`config.mk`:
```
export PLATFORM = sky130hd
export DESIGN_NAME = str_ctrl
export DESIGN_NICKNAME = d
export VERILOG_FILES = /design/src/rtl/str_pkg.sv /design/src/rtl/str_ctrl.sv
export SDC_FILE = /design/constraint.sdc
export NUM_CORES = 1
export LEC_CHECK = 0
export ABC_AREA = 0
export CAP_MARGIN = 15
export CORE_AREA = 2 2 63 65
export CTS_CLUSTER_SIZE = 16
export DETAILED_ROUTE_END_ITERATION = 7
export DIE_AREA = 0 0 65 67
export DONT_BUFFER_PORTS = 1
export PLACE_DENSITY_LB_ADDON = 0.12
export RECOVER_POWER = 50
export REMOVE_ABC_BUFFERS = 1
export SYNTH_ARGS = -nofsm -noshare
export SYNTH_HDL_FRONTEND = slang
export SYNTH_SLANG_ARGS = --single-unit
```
`constraint.sdc`:
```
create_clock -name clk_i -period 2.08 [get_ports clk_i]
set_input_delay 0.416 -clock clk_i [delete_from_list [all_inputs] [get_ports clk_i]]
set_output_delay 0.416 -clock clk_i [all_outputs]
set_load 0.05 [all_outputs]
```
`src/rtl/str_pkg.sv`:
```
`timescale 1ns / 1ps
package str_pkg;

  localparam int unsigned DelayWidthDef = 16;
  localparam int unsigned PosWidthDef   = 32;

  // Shared restoring divider: operand width and iteration counter width.
  localparam int unsigned DivW = 48;
  localparam int unsigned CntW = $clog2(DivW + 1);

  localparam logic [31:0] RateConstRst   = 32'd3141593;
  localparam logic [19:0] SpeedScaleRst  = 20'd6283;
  localparam logic [15:0] SingleDelayRst = 16'd1000;
  localparam logic [13:0] SpeedSqScale   = 14'd10000;

  // Configuration register indexes.
  localparam logic [1:0] CfgRate   = 2'd0;
  localparam logic [1:0] CfgScale  = 2'd1;
  localparam logic [1:0] CfgSingle = 2'd2;

  typedef enum logic [1:0] {
    PH_STOP  = 2'd0,
    PH_ACCEL = 2'd1,
    PH_RUN   = 2'd2,
    PH_DECEL = 2'd3
  } phase_e;

  typedef enum logic [4:0] {
    OP_NONE,
    OP_LOAD,
    OP_ONE,
    OP_MD_GO,
    OP_MD,
    OP_NUM,
    OP_DEN,
    OP_MSL_GO,
    OP_MSL,
    OP_AL_GO,
    OP_AL,
    OP_DV_AL,
    OP_DV_GO,
    OP_DV_Q,
    OP_START_FIN,
    OP_STOP_STEP,
    OP_RUN_STEP,
    OP_RAMP_PREP,
    OP_RAMP_GO,
    OP_RAMP_Q,
    OP_RAMP_UPD,
    OP_OUT
  } dp_op_e;

  typedef struct packed {
    logic               mode;
    logic signed [31:0] steps;
    logic [15:0]        accel;
    logic [15:0]        decel;
    logic [15:0]        speed;
    logic [15:0]        first_delay;
  } in_t;

  typedef struct packed {
    logic               pulse_level;
    logic [15:0]        next_delay;
    logic signed [31:0] position;
    logic               moving;
    logic               move_done;
    logic [1:0]         phase;
    logic               direction;
  } out_t;

  typedef struct packed {
    logic [31:0] rate_constant;
    logic [19:0] speed_scale;
    logic [15:0] single_delay;
  } cfg_t;

  typedef struct packed {
    dp_op_e op;
  } cmd_t;

  typedef struct packed {
    logic   div_done;
    logic   mode;
    logic   full;
    logic   mag_zero;
    logic   mag_one;
    logic   al_le_msl;
    logic   out_busy;
    phase_e phase;
  } status_t;

endpackage

```
`src/rtl/str_ctrl.sv`:
```
`timescale 1ns / 1ps
module str_ctrl import str_pkg::*; (
  input  logic    clk_i,
  input  logic    rst_ni,
  input  logic    in_valid_i,
  output logic    in_ready_o,
  input  status_t status_i,
  output cmd_t    cmd_o
);

  typedef enum logic [4:0] {
    ST_IDLE,
    ST_DISPATCH,
    ST_ONE,
    ST_MD_GO,
    ST_MD_WAIT,
    ST_MD,
    ST_NUM,
    ST_DEN,
    ST_MSL_GO,
    ST_MSL_WAIT,
    ST_MSL,
    ST_AL_GO,
    ST_AL_WAIT,
    ST_AL,
    ST_BRANCH,
    ST_DV_WAIT,
    ST_DV_Q,
    ST_START_FIN,
    ST_STOP_STEP,
    ST_RUN_STEP,
    ST_RAMP_PREP,
    ST_RAMP_GO,
    ST_RAMP_WAIT,
    ST_RAMP_Q,
    ST_RAMP_UPD,
    ST_OUT
  } ctrl_state_e;

  ctrl_state_e state_q, state_d;

  always_ff @(posedge clk_i or negedge rst_ni) begin
    if (!rst_ni) begin
      state_q <= ST_IDLE;
    end else begin
      state_q <= state_d;
    end
  end

  always_comb begin
    state_d    = state_q;
    cmd_o.op   = OP_NONE;
    in_ready_o = 1'b0;
    case (state_q)
      ST_IDLE: begin
        in_ready_o = 1'b1;
        if (in_valid_i) begin
          cmd_o.op = OP_LOAD;
          state_d  = ST_DISPATCH;
        end
      end
      ST_DISPATCH: begin
        if (!status_i.mode) begin
          if (status_i.mag_zero) state_d = ST_OUT;
          else if (status_i.mag_one) state_d = ST_ONE;
          else state_d = ST_MD_GO;
        end else if (!status_i.full) begin
          state_d = ST_OUT;
        end else begin
          case (status_i.phase)
            PH_STOP: state_d = ST_STOP_STEP;
            PH_RUN:  state_d = ST_RUN_STEP;
            default: state_d = ST_RAMP_PREP;
          endcase
        end
      end
      ST_ONE: begin
        cmd_o.op = OP_ONE;
        state_d  = ST_OUT;
      end
      ST_MD_GO: begin
        cmd_o.op = OP_MD_GO;
        state_d  = ST_MD_WAIT;
      end
      ST_MD_WAIT: if (status_i.div_done) state_d = ST_MD;
      ST_MD: begin
        cmd_o.op = OP_MD;
        state_d  = ST_NUM;
      end
      ST_NUM: begin
        cmd_o.op = OP_NUM;
        state_d  = ST_DEN;
      end
      ST_DEN: begin
        cmd_o.op = OP_DEN;
        state_d  = ST_MSL_GO;
      end
      ST_MSL_GO: begin
        cmd_o.op = OP_MSL_GO;
        state_d  = ST_MSL_WAIT;
      end
      ST_MSL_WAIT: if (status_i.div_done) state_d = ST_MSL;
      ST_MSL: begin
        cmd_o.op = OP_MSL;
        state_d  = ST_AL_GO;
      end
      ST_AL_GO: begin
        cmd_o.op = OP_AL_GO;
        state_d  = ST_AL_WAIT;
      end
      ST_AL_WAIT: if (status_i.div_done) state_d = ST_AL;
      ST_AL: begin
        cmd_o.op = OP_AL;
        state_d  = ST_BRANCH;
      end
      ST_BRANCH: begin
        // Short moves decelerate from the acceleration limit without a further division.
        if (status_i.al_le_msl) begin
          cmd_o.op = OP_DV_AL;
          state_d  = ST_START_FIN;
        end else begin
          cmd_o.op = OP_DV_GO;
          state_d  = ST_DV_WAIT;
        end
      end
      ST_DV_WAIT: if (status_i.div_done) state_d = ST_DV_Q;
      ST_DV_Q: begin
        cmd_o.op = OP_DV_Q;
        state_d  = ST_START_FIN;
      end
      ST_START_FIN: begin
        cmd_o.op = OP_START_FIN;
        state_d  = ST_OUT;
      end
      ST_STOP_STEP: begin
        cmd_o.op = OP_STOP_STEP;
        state_d  = ST_OUT;
      end
      ST_RUN_STEP: begin
        cmd_o.op = OP_RUN_STEP;
        state_d  = ST_OUT;
      end
      ST_RAMP_PREP: begin
        cmd_o.op = OP_RAMP_PREP;
        state_d  = ST_RAMP_GO;
      end
      ST_RAMP_GO: begin
        cmd_o.op = OP_RAMP_GO;
        state_d  = ST_RAMP_WAIT;
      end
      ST_RAMP_WAIT: if (status_i.div_done) state_d = ST_RAMP_Q;
      ST_RAMP_Q: begin
        cmd_o.op = OP_RAMP_Q;
        state_d  = ST_RAMP_UPD;
      end
      ST_RAMP_UPD: begin
        cmd_o.op = OP_RAMP_UPD;
        state_d  = ST_OUT;
      end
      ST_OUT: begin
        if (!status_i.out_busy) begin
          cmd_o.op = OP_OUT;
          state_d  = ST_IDLE;
        end
      end
      default: state_d = ST_IDLE;
    endcase
  end

endmodule

```
==> impl_results.html, run 1 <==
<table>
<tr><th>Metric</th><th>Value</th></tr>
<tr><th colspan="2">Critical path</th></tr>
<tr><td>CP endpoint kind</td><td>output port</td></tr>
<tr><td>Arrival time at the worst endpoint</td><td>1.65 ns</td></tr>
<tr><td>Critical R2R Capture</td><td>state_q[4]$_DFFE_PN0P_</td></tr>
<tr><td>Cell repeated most along the worst path</td><td>sky130_fd_sc_hd__buf_4</td></tr>
<tr><td>Register-to-register setup slack</td><td>0.35 ns</td></tr>
<tr><td>Max stage delay cell, worst path</td><td>sky130_fd_sc_hd__dfrtp_1</td></tr>
<tr><td>Number of buffers and inverters on the critical path</td><td>3</td></tr>
<tr><td>Startpoint class of the critical path</td><td>flip-flop</td></tr>
<tr><td>Crit-path leading delay family</td><td>buffers and inverters</td></tr>
<tr><td>Length in cells of the worst reg-to-reg path</td><td>7</td></tr>
<tr><td>Setup CP Type</td><td>reg2out</td></tr>
<tr><td>Critical path cell sequence</td><td>buf_4 -&gt; inv_1 -&gt; or3_1 -&gt; o211ai_1 -&gt; buf_4</td></tr>
<tr><td>Critical path peak fanout</td><td>12</td></tr>
<tr><td>Worst EP required</td><td>1.66 ns</td></tr>
<tr><td>Largest incremental delay on the critical path</td><td>0.43 ns</td></tr>
<tr><td>Source of the worst register-to-register timing path</td><td>state_q[0]$_DFFE_PN0P_</td></tr>
<tr><th colspan="2">Floorplan</th></tr>
<tr><td>Height of the chip</td><td>67 um</td></tr>
<tr><td>Starting density of the core</td><td>24.46%</td></tr>
<tr><td>Overall die area</td><td>0.004355 sq mm</td></tr>
<tr><td>I/O pin count</td><td>18</td></tr>
<tr><td>DIE WIDTH</td><td>65 um</td></tr>
<tr><td>Standard-cell row count</td><td>22</td></tr>
<tr><td>Placeable core region</td><td>0.003606 sq mm</td></tr>
<tr><th colspan="2">Power</th></tr>
<tr><td>Internal power consumption</td><td>1.250 mW</td></tr>
<tr><td>Sequential share of power</td><td>9.1%</td></tr>
<tr><td>Sw Pwr</td><td>1.334 mW</td></tr>
<tr><td>Share of total power in the clock network</td><td>6.9%</td></tr>
<tr><td>Overall power of the completed layout</td><td>2.584 mW</td></tr>
<tr><td>Combinational share of power</td><td>83.9%</td></tr>
<tr><td>Maximum resistive drop on vdd</td><td>710.0 uV</td></tr>
<tr><td>Power density relative to cell area</td><td>2011 mW/mm^2</td></tr>
<tr><td>Leakage power summed over all cells</td><td>0.5066 nW</td></tr>
<tr><td>Switching share of power</td><td>51.62%</td></tr>
<tr><th colspan="2">Routing</th></tr>
<tr><td>Iteration count of the initial detailed-routing pass</td><td>4</td></tr>
<tr><td>Routed WL per cell</td><td>15.75 um</td></tr>
<tr><td>Vias</td><td>1055</td></tr>
<tr><td>Number of DRC violations after detailed routing</td><td>0</td></tr>
<tr><td>Per-cell via count in the routed design</td><td>5.438</td></tr>
<tr><td>Sum of routed wire length over all layers</td><td>3056 um</td></tr>
<tr><td>Antenna violation net count after detailed routing</td><td>0</td></tr>
<tr><td>Iteration-0 DRC Markers</td><td>51</td></tr>
<tr><th colspan="2">GRT</th></tr>
<tr><td>Global-route wire length before repair</td><td>4512 um</td></tr>
<tr><td>Pin count of the biggest net entering global routing</td><td>28</td></tr>
<tr><td>Total global routing track utilization</td><td>13.39%</td></tr>
<tr><td>Vias in the first global route</td><td>995</td></tr>
<tr><td>Antenna violations before repair</td><td>0</td></tr>
<tr><td>Remaining Overflow, GRT</td><td>0</td></tr>
<tr><th colspan="2">Timing</th></tr>
<tr><td>Time the worst path needs with I/O delays and setup</td><td>2.070 ns</td></tr>
<tr><td>Worst slew margin</td><td>73.65%</td></tr>
<tr><td>Final setup vio count</td><td>0</td></tr>
<tr><td>Actual transition at the worst max-transition pin</td><td>0.3852 ns</td></tr>
<tr><td>Hold violation count in the final report</td><td>0</td></tr>
<tr><td>RSZ-0062 raised after global routing</td><td>true</td></tr>
<tr><td>Share of the clock period used by the worst path</td><td>99.52%</td></tr>
<tr><td>Setup skew after layout</td><td>0.004032 ns</td></tr>
<tr><td>Final Hold Slack</td><td>0.4622 ns</td></tr>
<tr><td>Top achievable clock speed</td><td>0.4831 GHz</td></tr>
<tr><td>Number of max-slew violations in the final report</td><td>0</td></tr>
<tr><td>Setup slack after layout</td><td>0.01008 ns</td></tr>
<tr><td>Setup_tns</td><td>0 ns</td></tr>
<tr><th colspan="2">Synth</th></tr>
<tr><td>Adder-cell area share of the yosys netlist</td><td>0%</td></tr>
<tr><td>Post-synthesis async set-or-reset flop share</td><td>100.0%</td></tr>
<tr><td>Top area cells in the synthesized netlist</td><td>sky130_fd_sc_hd__dfrtp_1 14%, sky130_fd_sc_hd__a21oi_1 9.6%, sky130_fd_sc_hd__buf_6 5.1%</td></tr>
<tr><td>EDFF count, synth</td><td>0</td></tr>
<tr><td>Synthesized-area fraction occupied by xor and xnor cells</td><td>0.9929%</td></tr>
<tr><td>Area share of the leading cell type in the synthesized netlist</td><td>14.18%</td></tr>
<tr><td>Syn Area/Cell</td><td>7.351 sq um</td></tr>
<tr><td>Post-synth top area cell</td><td>sky130_fd_sc_hd__dfrtp_1</td></tr>
<tr><td>Cells after Synth</td><td>120</td></tr>
<tr><td>Main combinational cell family by area after synthesis</td><td>compound AO/OA/AOI/OAI gates</td></tr>
<tr><td>Summed instance area of the synthesized netlist</td><td>882.1 sq um</td></tr>
<tr><td>Portion of the post-synthesis area used by sequential elements</td><td>14.18%</td></tr>
<tr><td>Most used flip-flop cell after synthesis</td><td>sky130_fd_sc_hd__dfrtp_1</td></tr>
<tr><td>Yosys cell types</td><td>46</td></tr>
<tr><td>Yosys warning count</td><td>0</td></tr>
<tr><td>Compound-cell area share of the yosys netlist</td><td>40.14%</td></tr>
<tr><td>Flip-flop and latch count after synthesis</td><td>5</td></tr>
<tr><td>Multiplexer fraction of the synthesized cell area</td><td>1.277%</td></tr>
<tr><td>Area share of and/or/nand/nor cells after synthesis</td><td>31.35%</td></tr>
<tr><th colspan="2">Finish</th></tr>
<tr><td>Max FFs per register</td><td>5</td></tr>
<tr><td>Final design area excluding fillers</td><td>0.001285 sq mm</td></tr>
<tr><td>Signed area change from the synthesized netlist to the final layout</td><td>45.67%</td></tr>
<tr><td>Area of the multi-input gates</td><td>730.7 sq um</td></tr>
<tr><td>Leading cell types in the layout, fill and taps excluded</td><td>24 x sky130_fd_sc_hd__buf_4, 15 x sky130_fd_sc_hd__a21oi_1, 7 x sky130_fd_sc_hd__nand2_1</td></tr>
<tr><td>Sequential cell area</td><td>128.9 sq um</td></tr>
<tr><td>Net total in the final layout</td><td>159</td></tr>
<tr><td>Register name with the most flops</td><td>state_q</td></tr>
<tr><td>Antenna Diode Count</td><td>0</td></tr>
<tr><td>Post-layout instance count excluding filler cells</td><td>194</td></tr>
<tr><td>Share of layout cells above drive strength 1</td><td>44.52%</td></tr>
<tr><td>Core occupancy in the finished layout</td><td>35.64%</td></tr>
<tr><td>Top Registers</td><td>state_q: 5 flops</td></tr>
<tr><td>Fillers</td><td>375</td></tr>
<tr><td>Most common library cell in the layout ignoring fill and taps</td><td>sky130_fd_sc_hd__buf_4</td></tr>
<tr><th colspan="2">Placed design</th></tr>
<tr><td>Quantity of I/O buffers inserted on ports</td><td>0</td></tr>
<tr><td>Placed cell areas</td><td>0.001047 sq mm</td></tr>
<tr><td>Placer Congestion</td><td>0.8866</td></tr>
<tr><td>Count of placed standard cells including taps</td><td>180</td></tr>
<tr><td>DP Wirelength</td><td>2081 um</td></tr>
<tr><td>Setup slack at placement</td><td>0.05848 ns</td></tr>
<tr><th colspan="2">Worst hold path</th></tr>
<tr><td>Startpoint of the most critical hold path</td><td>status_i[2]</td></tr>
<tr><td>Instance count along the most critical hold path</td><td>2</td></tr>
<tr><td>Worst Hold End</td><td>state_q[4]$_DFFE_PN0P_</td></tr>
<tr><td>Tightest Hold Check Type</td><td>in2reg</td></tr>
<tr><th colspan="2">Clock tree</th></tr>
<tr><td>CTS clock-pin slew for the worst setup and hold paths</td><td>0.04 ns</td></tr>
<tr><td>Number of H-tree levels</td><td>1</td></tr>
<tr><td>Latest clock arrival within the worst-skew pair</td><td>0.22 ns</td></tr>
<tr><td>CTS tree</td><td>built</td></tr>
<tr><td>Cell chosen for the clock root</td><td>sky130_fd_sc_hd__clkbuf_8</td></tr>
<tr><td>Number of buffers inserted during clock tree synthesis</td><td>3</td></tr>
<tr><td>Maximum root-to-sink buffer count</td><td>2</td></tr>
<tr><td>Num Clock Sinks</td><td>5</td></tr>
<tr><th colspan="2">Job</th></tr>
<tr><td>Count of max-cap constraint violations</td><td>0</td></tr>
<tr><th colspan="2">Status</th></tr>
<tr><td>Outcome</td><td>finished, final reports clean</td></tr>
</table>
-- layout make-up --
cell class,count,area share [%]
Sequential cell,5,10.03
Tap cell,48,4.674
Inverter,5,1.461
Timing Repair Buffer,33,23.47
Clock buffer,4,3.505
Multi-Input combinational cell,99,56.86
-- worst max-delay path by stage --
stage / start / end / slack (ns) / cells after the start
2_1_floorplan: state_q[1]$_DFFE_PN0P_ / cmd_o[2] / -0.64 / 4
3_3_place_gp: state_q[1]$_DFFE_PN0P_ / cmd_o[2] / 0.05 / 5
3_5_place_dp: state_q[1]$_DFFE_PN0P_ / cmd_o[2] / 0.06 / 5
4_1_cts: state_q[1]$_DFFE_PN0P_ / cmd_o[0] / 0.006 / 6
5_1_grt: state_q[0]$_DFFE_PN0P_ / cmd_o[0] / -0.03 / 5
6_report: state_q[0]$_DFFE_PN0P_ / cmd_o[0] / 0.01 / 5
-- what timing repair did --
action                                  CTS  global route
endpoints found under the hold margin     5             0
resized for setup                         6            26
endpoints found under the setup margin    6             5
pin swaps                                 0             9
hold buffers                              1             0
buffers inserted                          4             6
-- logic make-up (layout without fill, tap and decap cells) --
family	after synthesis	in the layout
compound gates	51	51
buf+inv	16	42
mux	1	1
simple gates	46	46
xor+xnor	1	1
flops	5	5
-- cells in the mapped netlist (2+ instances only) --
cell / instances
sky130_fd_sc_hd__o221ai_1: 3
sky130_fd_sc_hd__o211ai_1: 4
sky130_fd_sc_hd__buf_4: 3
sky130_fd_sc_hd__inv_1: 5
sky130_fd_sc_hd__buf_6: 4
sky130_fd_sc_hd__nand2_1: 8
sky130_fd_sc_hd__nand4_1: 2
sky130_fd_sc_hd__nor2_1: 7
sky130_fd_sc_hd__o21ai_0: 6
sky130_fd_sc_hd__a2bb2oi_1: 2
sky130_fd_sc_hd__nand3_1: 3
sky130_fd_sc_hd__nor2b_1: 5
sky130_fd_sc_hd__o2bb2ai_1: 3
sky130_fd_sc_hd__buf_2: 4
sky130_fd_sc_hd__a2111oi_0: 2
sky130_fd_sc_hd__nor3_1: 3
sky130_fd_sc_hd__o22ai_1: 2
sky130_fd_sc_hd__or3_1: 2
sky130_fd_sc_hd__o211ai_2: 2
sky130_fd_sc_hd__a21oi_1: 17
sky130_fd_sc_hd__nand2b_1: 4
sky130_fd_sc_hd__dfrtp_1: 5
-- power by group through the flow --
stage | Combinational [mW] | Sequential, mW | Clock [mW]
finish | 2.17 | 0.236 | 0.179
CTS | 1.86 | 0.220 | 0.183
global placement | 1.83 | 0.229 | 0
detailed placement | 1.78 | 0.222 | 0
floorplan | 1.02 | 0.326 | 0
global route | 2.31 | 0.241 | 0.197
-- layer usage --
metal	share of wire [%]	wire length (um)	GRT usage, %
met1	44	1355	16.83
met2	51	1552	22.68
met3	3.7	112	2.872
met4	1.2	37	4.255
met5	0	0	0
(Power assumes the default switching activity.)
==> run 2, diff against run 1 <==
--- a/config.mk
+++ b/config.mk
@@ -5,7 +5,6 @@
 export SDC_FILE = /design/constraint.sdc
 export NUM_CORES = 1
 export LEC_CHECK = 0
-export ABC_AREA = 0
 export CAP_MARGIN = 15
 export CORE_AREA = 2 2 63 65
 export CTS_CLUSTER_SIZE = 16
==> constraint.sdc (replaced) <==
create_clock -name clk_i -period 2.1 [get_ports clk_i]
set_input_delay 0.42 -clock clk_i [delete_from_list [all_inputs] [get_ports clk_i]]
set_output_delay 0.42 -clock clk_i [all_outputs]
set_load 0.05 [all_outputs]
==> impl_results.html, run 2 (synthesized netlist as in run 1, its figures left out) <==
<table>
<tr><th>Metric</th><th>Value</th></tr>
<tr><th colspan="2">Placed design</th></tr>
<tr><td>DP Wirelength</td><td>2224 um (was 2081 um)</td></tr>
<tr><td>Placer Congestion</td><td>0.8803 (was 0.8866)</td></tr>
<tr><td>Quantity of I/O buffers inserted on ports</td><td>0 (unchanged)</td></tr>
<tr><td>Count of placed standard cells including taps</td><td>177 (was 180)</td></tr>
<tr><th colspan="2">Critical path</th></tr>
<tr><td>Critical path cell sequence</td><td>buf_6 -&gt; nand2b_4 -&gt; o31a_1 -&gt; or3_1 -&gt; o211ai_1 -&gt; buf_4 (was buf_4 -&gt; inv_1 -&gt; or3_1 -&gt; o211ai_1 -&gt; buf_4)</td></tr>
<tr><td>Source of the worst register-to-register timing path</td><td>state_q[1]$_DFFE_PN0P_ (was state_q[0]$_DFFE_PN0P_)</td></tr>
<tr><td>Setup CP Type</td><td>reg2out (unchanged)</td></tr>
<tr><td>Register-to-register setup slack</td><td>0.36 ns (was 0.35 ns)</td></tr>
<tr><td>Crit-path leading delay family</td><td>flip-flops (was buffers and inverters)</td></tr>
<tr><td>Arrival time at the worst endpoint</td><td>1.61 ns (was 1.65 ns)</td></tr>
<tr><td>Worst EP required</td><td>1.68 ns (was 1.66 ns)</td></tr>
<tr><td>Critical R2R Capture</td><td>state_q[1]$_DFFE_PN0P_ (was state_q[4]$_DFFE_PN0P_)</td></tr>
<tr><td>CP endpoint kind</td><td>output port (unchanged)</td></tr>
<tr><td>Largest incremental delay on the critical path</td><td>0.44 ns (was 0.43 ns)</td></tr>
<tr><td>Length in cells of the worst reg-to-reg path</td><td>6 (was 7)</td></tr>
<tr><td>Startpoint class of the critical path</td><td>flip-flop (unchanged)</td></tr>
<tr><td>Critical path peak fanout</td><td>7 (was 12)</td></tr>
<tr><td>Number of buffers and inverters on the critical path</td><td>2 (was 3)</td></tr>
<tr><td>Max stage delay cell, worst path</td><td>sky130_fd_sc_hd__dfrtp_2 (was sky130_fd_sc_hd__dfrtp_1)</td></tr>
<tr><th colspan="2">Finish</th></tr>
<tr><td>Fillers</td><td>392 (was 375)</td></tr>
<tr><td>Top Registers</td><td>state_q: 5 flops (unchanged)</td></tr>
<tr><td>Most common library cell in the layout ignoring fill and taps</td><td>sky130_fd_sc_hd__buf_4 (unchanged)</td></tr>
<tr><td>Share of layout cells above drive strength 1</td><td>40.14% (was 44.52%)</td></tr>
<tr><td>Max FFs per register</td><td>5 (unchanged)</td></tr>
<tr><td>Net total in the final layout</td><td>155 (was 159)</td></tr>
<tr><td>Signed area change from the synthesized netlist to the final layout</td><td>39.57% (was 45.67%)</td></tr>
<tr><td>Post-layout instance count excluding filler cells</td><td>190 (was 194)</td></tr>
<tr><td>Register name with the most flops</td><td>state_q (unchanged)</td></tr>
<tr><td>Antenna Diode Count</td><td>0 (unchanged)</td></tr>
<tr><td>Leading cell types in the layout, fill and taps excluded</td><td>19 x sky130_fd_sc_hd__buf_4, 15 x sky130_fd_sc_hd__a21oi_1, 7 x sky130_fd_sc_hd__nand2_1, 7 x sky130_fd_sc_hd__buf_6 (was 24 x sky130_fd_sc_hd__buf_4, 15 x sky130_fd_sc_hd__a21oi_1, 7 x sky130_fd_sc_hd__nand2_1)</td></tr>
<tr><th colspan="2">Clock tree</th></tr>
<tr><td>CTS tree</td><td>built (unchanged)</td></tr>
<tr><td>Cell chosen for the clock root</td><td>sky130_fd_sc_hd__clkbuf_8 (unchanged)</td></tr>
<tr><td>Number of H-tree levels</td><td>1 (unchanged)</td></tr>
<tr><td>Num Clock Sinks</td><td>5 (unchanged)</td></tr>
<tr><td>Number of buffers inserted during clock tree synthesis</td><td>3 (unchanged)</td></tr>
<tr><td>Latest clock arrival within the worst-skew pair</td><td>0.22 ns (about the same)</td></tr>
<tr><td>Maximum root-to-sink buffer count</td><td>2 (unchanged)</td></tr>
<tr><td>CTS clock-pin slew for the worst setup and hold paths</td><td>0.04 ns (about the same)</td></tr>
<tr><th colspan="2">GRT</th></tr>
<tr><td>Remaining Overflow, GRT</td><td>0 (unchanged)</td></tr>
<tr><td>Total global routing track utilization</td><td>15.11% (was 13.39%)</td></tr>
<tr><td>Global-route wire length before repair</td><td>4981 um (was 4512 um)</td></tr>
<tr><td>Antenna violations before repair</td><td>0 (unchanged)</td></tr>
<tr><td>Vias in the first global route</td><td>978 (was 995)</td></tr>
<tr><td>Pin count of the biggest net entering global routing</td><td>28 (unchanged)</td></tr>
<tr><th colspan="2">Power</th></tr>
<tr><td>Power density relative to cell area</td><td>1972 mW/mm^2 (was 2011 mW/mm^2)</td></tr>
<tr><td>Leakage power summed over all cells</td><td>0.4813 nW (was 0.5066 nW)</td></tr>
<tr><td>Share of total power in the clock network</td><td>7.4% (was 6.9%)</td></tr>
<tr><td>Sequential share of power</td><td>9.2% (was 9.1%)</td></tr>
<tr><td>Sw Pwr</td><td>1.277 mW (was 1.334 mW)</td></tr>
<tr><td>Internal power consumption</td><td>1.151 mW (was 1.250 mW)</td></tr>
<tr><td>Combinational share of power</td><td>83.3% (was 83.9%)</td></tr>
<tr><td>Switching share of power</td><td>52.61% (was 51.62%)</td></tr>
<tr><td>Maximum resistive drop on vdd</td><td>657.0 uV (was 710.0 uV)</td></tr>
<tr><th colspan="2">Routing</th></tr>
<tr><td>Iteration count of the initial detailed-routing pass</td><td>4 (unchanged)</td></tr>
<tr><td>Routed WL per cell</td><td>16.44 um (was 15.75 um)</td></tr>
<tr><td>Per-cell via count in the routed design</td><td>5.416 (was 5.438)</td></tr>
<tr><td>Number of DRC violations after detailed routing</td><td>0 (unchanged)</td></tr>
<tr><td>Vias</td><td>1029 (was 1055)</td></tr>
<tr><td>Antenna violation net count after detailed routing</td><td>0 (unchanged)</td></tr>
<tr><td>Sum of routed wire length over all layers</td><td>3124 um (was 3056 um)</td></tr>
<tr><td>Iteration-0 DRC Markers</td><td>41 (was 51)</td></tr>
<tr><th colspan="2">Timing</th></tr>
<tr><td>Top achievable clock speed</td><td>0.4917 GHz</td></tr>
<tr><td>Final setup vio count</td><td>0 (unchanged)</td></tr>
<tr><td>Setup_tns</td><td>0 ns (unchanged)</td></tr>
<tr><td>Time the worst path needs with I/O delays and setup</td><td>2.034 ns</td></tr>
<tr><td>RSZ-0062 raised after global routing</td><td>true (unchanged)</td></tr>
<tr><td>Number of max-slew violations in the final report</td><td>0 (unchanged)</td></tr>
<tr><td>Worst slew margin</td><td>73.86% (was 73.65%)</td></tr>
<tr><td>Share of the clock period used by the worst path</td><td>96.85%</td></tr>
<tr><td>Actual transition at the worst max-transition pin</td><td>0.3822 ns (was 0.3852 ns)</td></tr>
<tr><td>Setup skew after layout</td><td>0.001399 ns (was 0.004032 ns)</td></tr>
<tr><td>Hold violation count in the final report</td><td>0 (unchanged)</td></tr>
<tr><th colspan="2">Worst hold path</th></tr>
<tr><td>Instance count along the most critical hold path</td><td>2 (unchanged)</td></tr>
<tr><td>Startpoint of the most critical hold path</td><td>status_i[2] (unchanged)</td></tr>
<tr><td>Worst Hold End</td><td>state_q[4]$_DFFE_PN0P_ (unchanged)</td></tr>
<tr><td>Tightest Hold Check Type</td><td>in2reg (unchanged)</td></tr>
<tr><th colspan="2">Floorplan</th></tr>
<tr><td>Overall die area</td><td>0.004355 sq mm (unchanged)</td></tr>
<tr><td>Height of the chip</td><td>67 um (unchanged)</td></tr>
<tr><td>Placeable core region</td><td>0.003606 sq mm (unchanged)</td></tr>
<tr><td>I/O pin count</td><td>18 (unchanged)</td></tr>
<tr><td>Starting density of the core</td><td>24.46% (unchanged)</td></tr>
<tr><td>DIE WIDTH</td><td>65 um (unchanged)</td></tr>
<tr><td>Standard-cell row count</td><td>22 (unchanged)</td></tr>
<tr><th colspan="2">Status</th></tr>
<tr><td>Outcome</td><td>finished, final reports clean (unchanged)</td></tr>
<tr><th colspan="2">Job</th></tr>
<tr><td>Count of max-cap constraint violations</td><td>0 (unchanged)</td></tr>
</table>
run 2: changes by cell type in the layout (fill, tap and decap cells not counted), sizes merged:
cell,before,now
buf,32,28
run 2: worst register-to-register path: stages, from the launching register on:
cell                       delay [ns]
sky130_fd_sc_hd__dfrtp_2         0.45
sky130_fd_sc_hd__buf_6           0.17
sky130_fd_sc_hd__buf_6           0.12
sky130_fd_sc_hd__and3_1          0.15
sky130_fd_sc_hd__o211ai_1        0.15
sky130_fd_sc_hd__and3_4          0.23
sky130_fd_sc_hd__mux2_2          0.34
run 2: through the flow:
step | power [mW] | util (%) | worst slack, ns | instance area, sq um | hold slack (ns)
2_1_floorplan | 1.335 | - | -0.6258 | 794.5 | 0.1244
3_3_place_gp | 1.990 | 28.42 | 0.04799 | 1025 | 0.1245
3_5_place_dp | 1.963 | 28.42 | 0.09977 | 1025 | 0.1246
4_1_cts | 2.214 | 30.95 | 0.02684 | 1116 | 0.4467
5_1_grt | 2.603 | 34.14 | -0.004574 | 1231 | 0.4729
6_report | 2.428 | 34.14 | 0.06620 | 1231 | 0.4494
run 2: repair_timing:
action                                  in CTS  in global routing
hold buffers                                 1                  0
hold endpoints to repair                     5                  0
setup buffers                                4                  4
endpoints found under the setup margin       6                  5
pin swaps                                    0                  3
gates resized for setup                      4                 21
run 2: cell type report:
| cell class | count | area, sq um | share of cell area, % |
|---|---|---|---|
| Multi-Input combinational cell | 99 | 713.2 | 57.93 |
| Inverter | 5 | 18.77 | 1.524 |
| Tap cell | 48 | 60.06 | 4.878 |
| Clock buffer | 4 | 45.04 | 3.659 |
| Timing Repair Buffer | 29 | 266.5 | 21.65 |
| Sequential cell | 5 | 127.6 | 10.37 |
run 2: worst max path at each step:
stage                           to  depth (start not counted)  slack [ns]                    from
after floorplan           cmd_o[2]                          4       -0.63  state_q[1]$_DFFE_PN0P_
after global placement    cmd_o[0]                          5        0.05  state_q[1]$_DFFE_PN0P_
after detailed placement  cmd_o[3]                          6         0.1  state_q[1]$_DFFE_PN0P_
after CTS                 cmd_o[0]                          6        0.03  state_q[1]$_DFFE_PN0P_
after global routing      cmd_o[0]                          6      -0.005  state_q[1]$_DFFE_PN0P_
final                     cmd_o[0]                          6        0.07  state_q[1]$_DFFE_PN0P_
run 2: power groups by stage:
stage / sequential (mW) / combinational (mW) / clock [mW]
3_5_place_dp: 0.221 / 1.74 / 0
3_3_place_gp: 0.231 / 1.76 / 0
6_report: 0.225 / 2.02 / 0.180
4_1_cts: 0.211 / 1.82 / 0.184
2_1_floorplan: 0.323 / 1.01 / 0
5_1_grt: 0.227 / 2.18 / 0.198
run 2: per-layer routing:
layer,vias to the layer above,track usage (%),routed length (um)
met3,6,2.872,141
li1,504,-,-
met1,492,19.60,1385
met5,-,0,0
met2,27,24.61,1560
met4,0,5.851,36
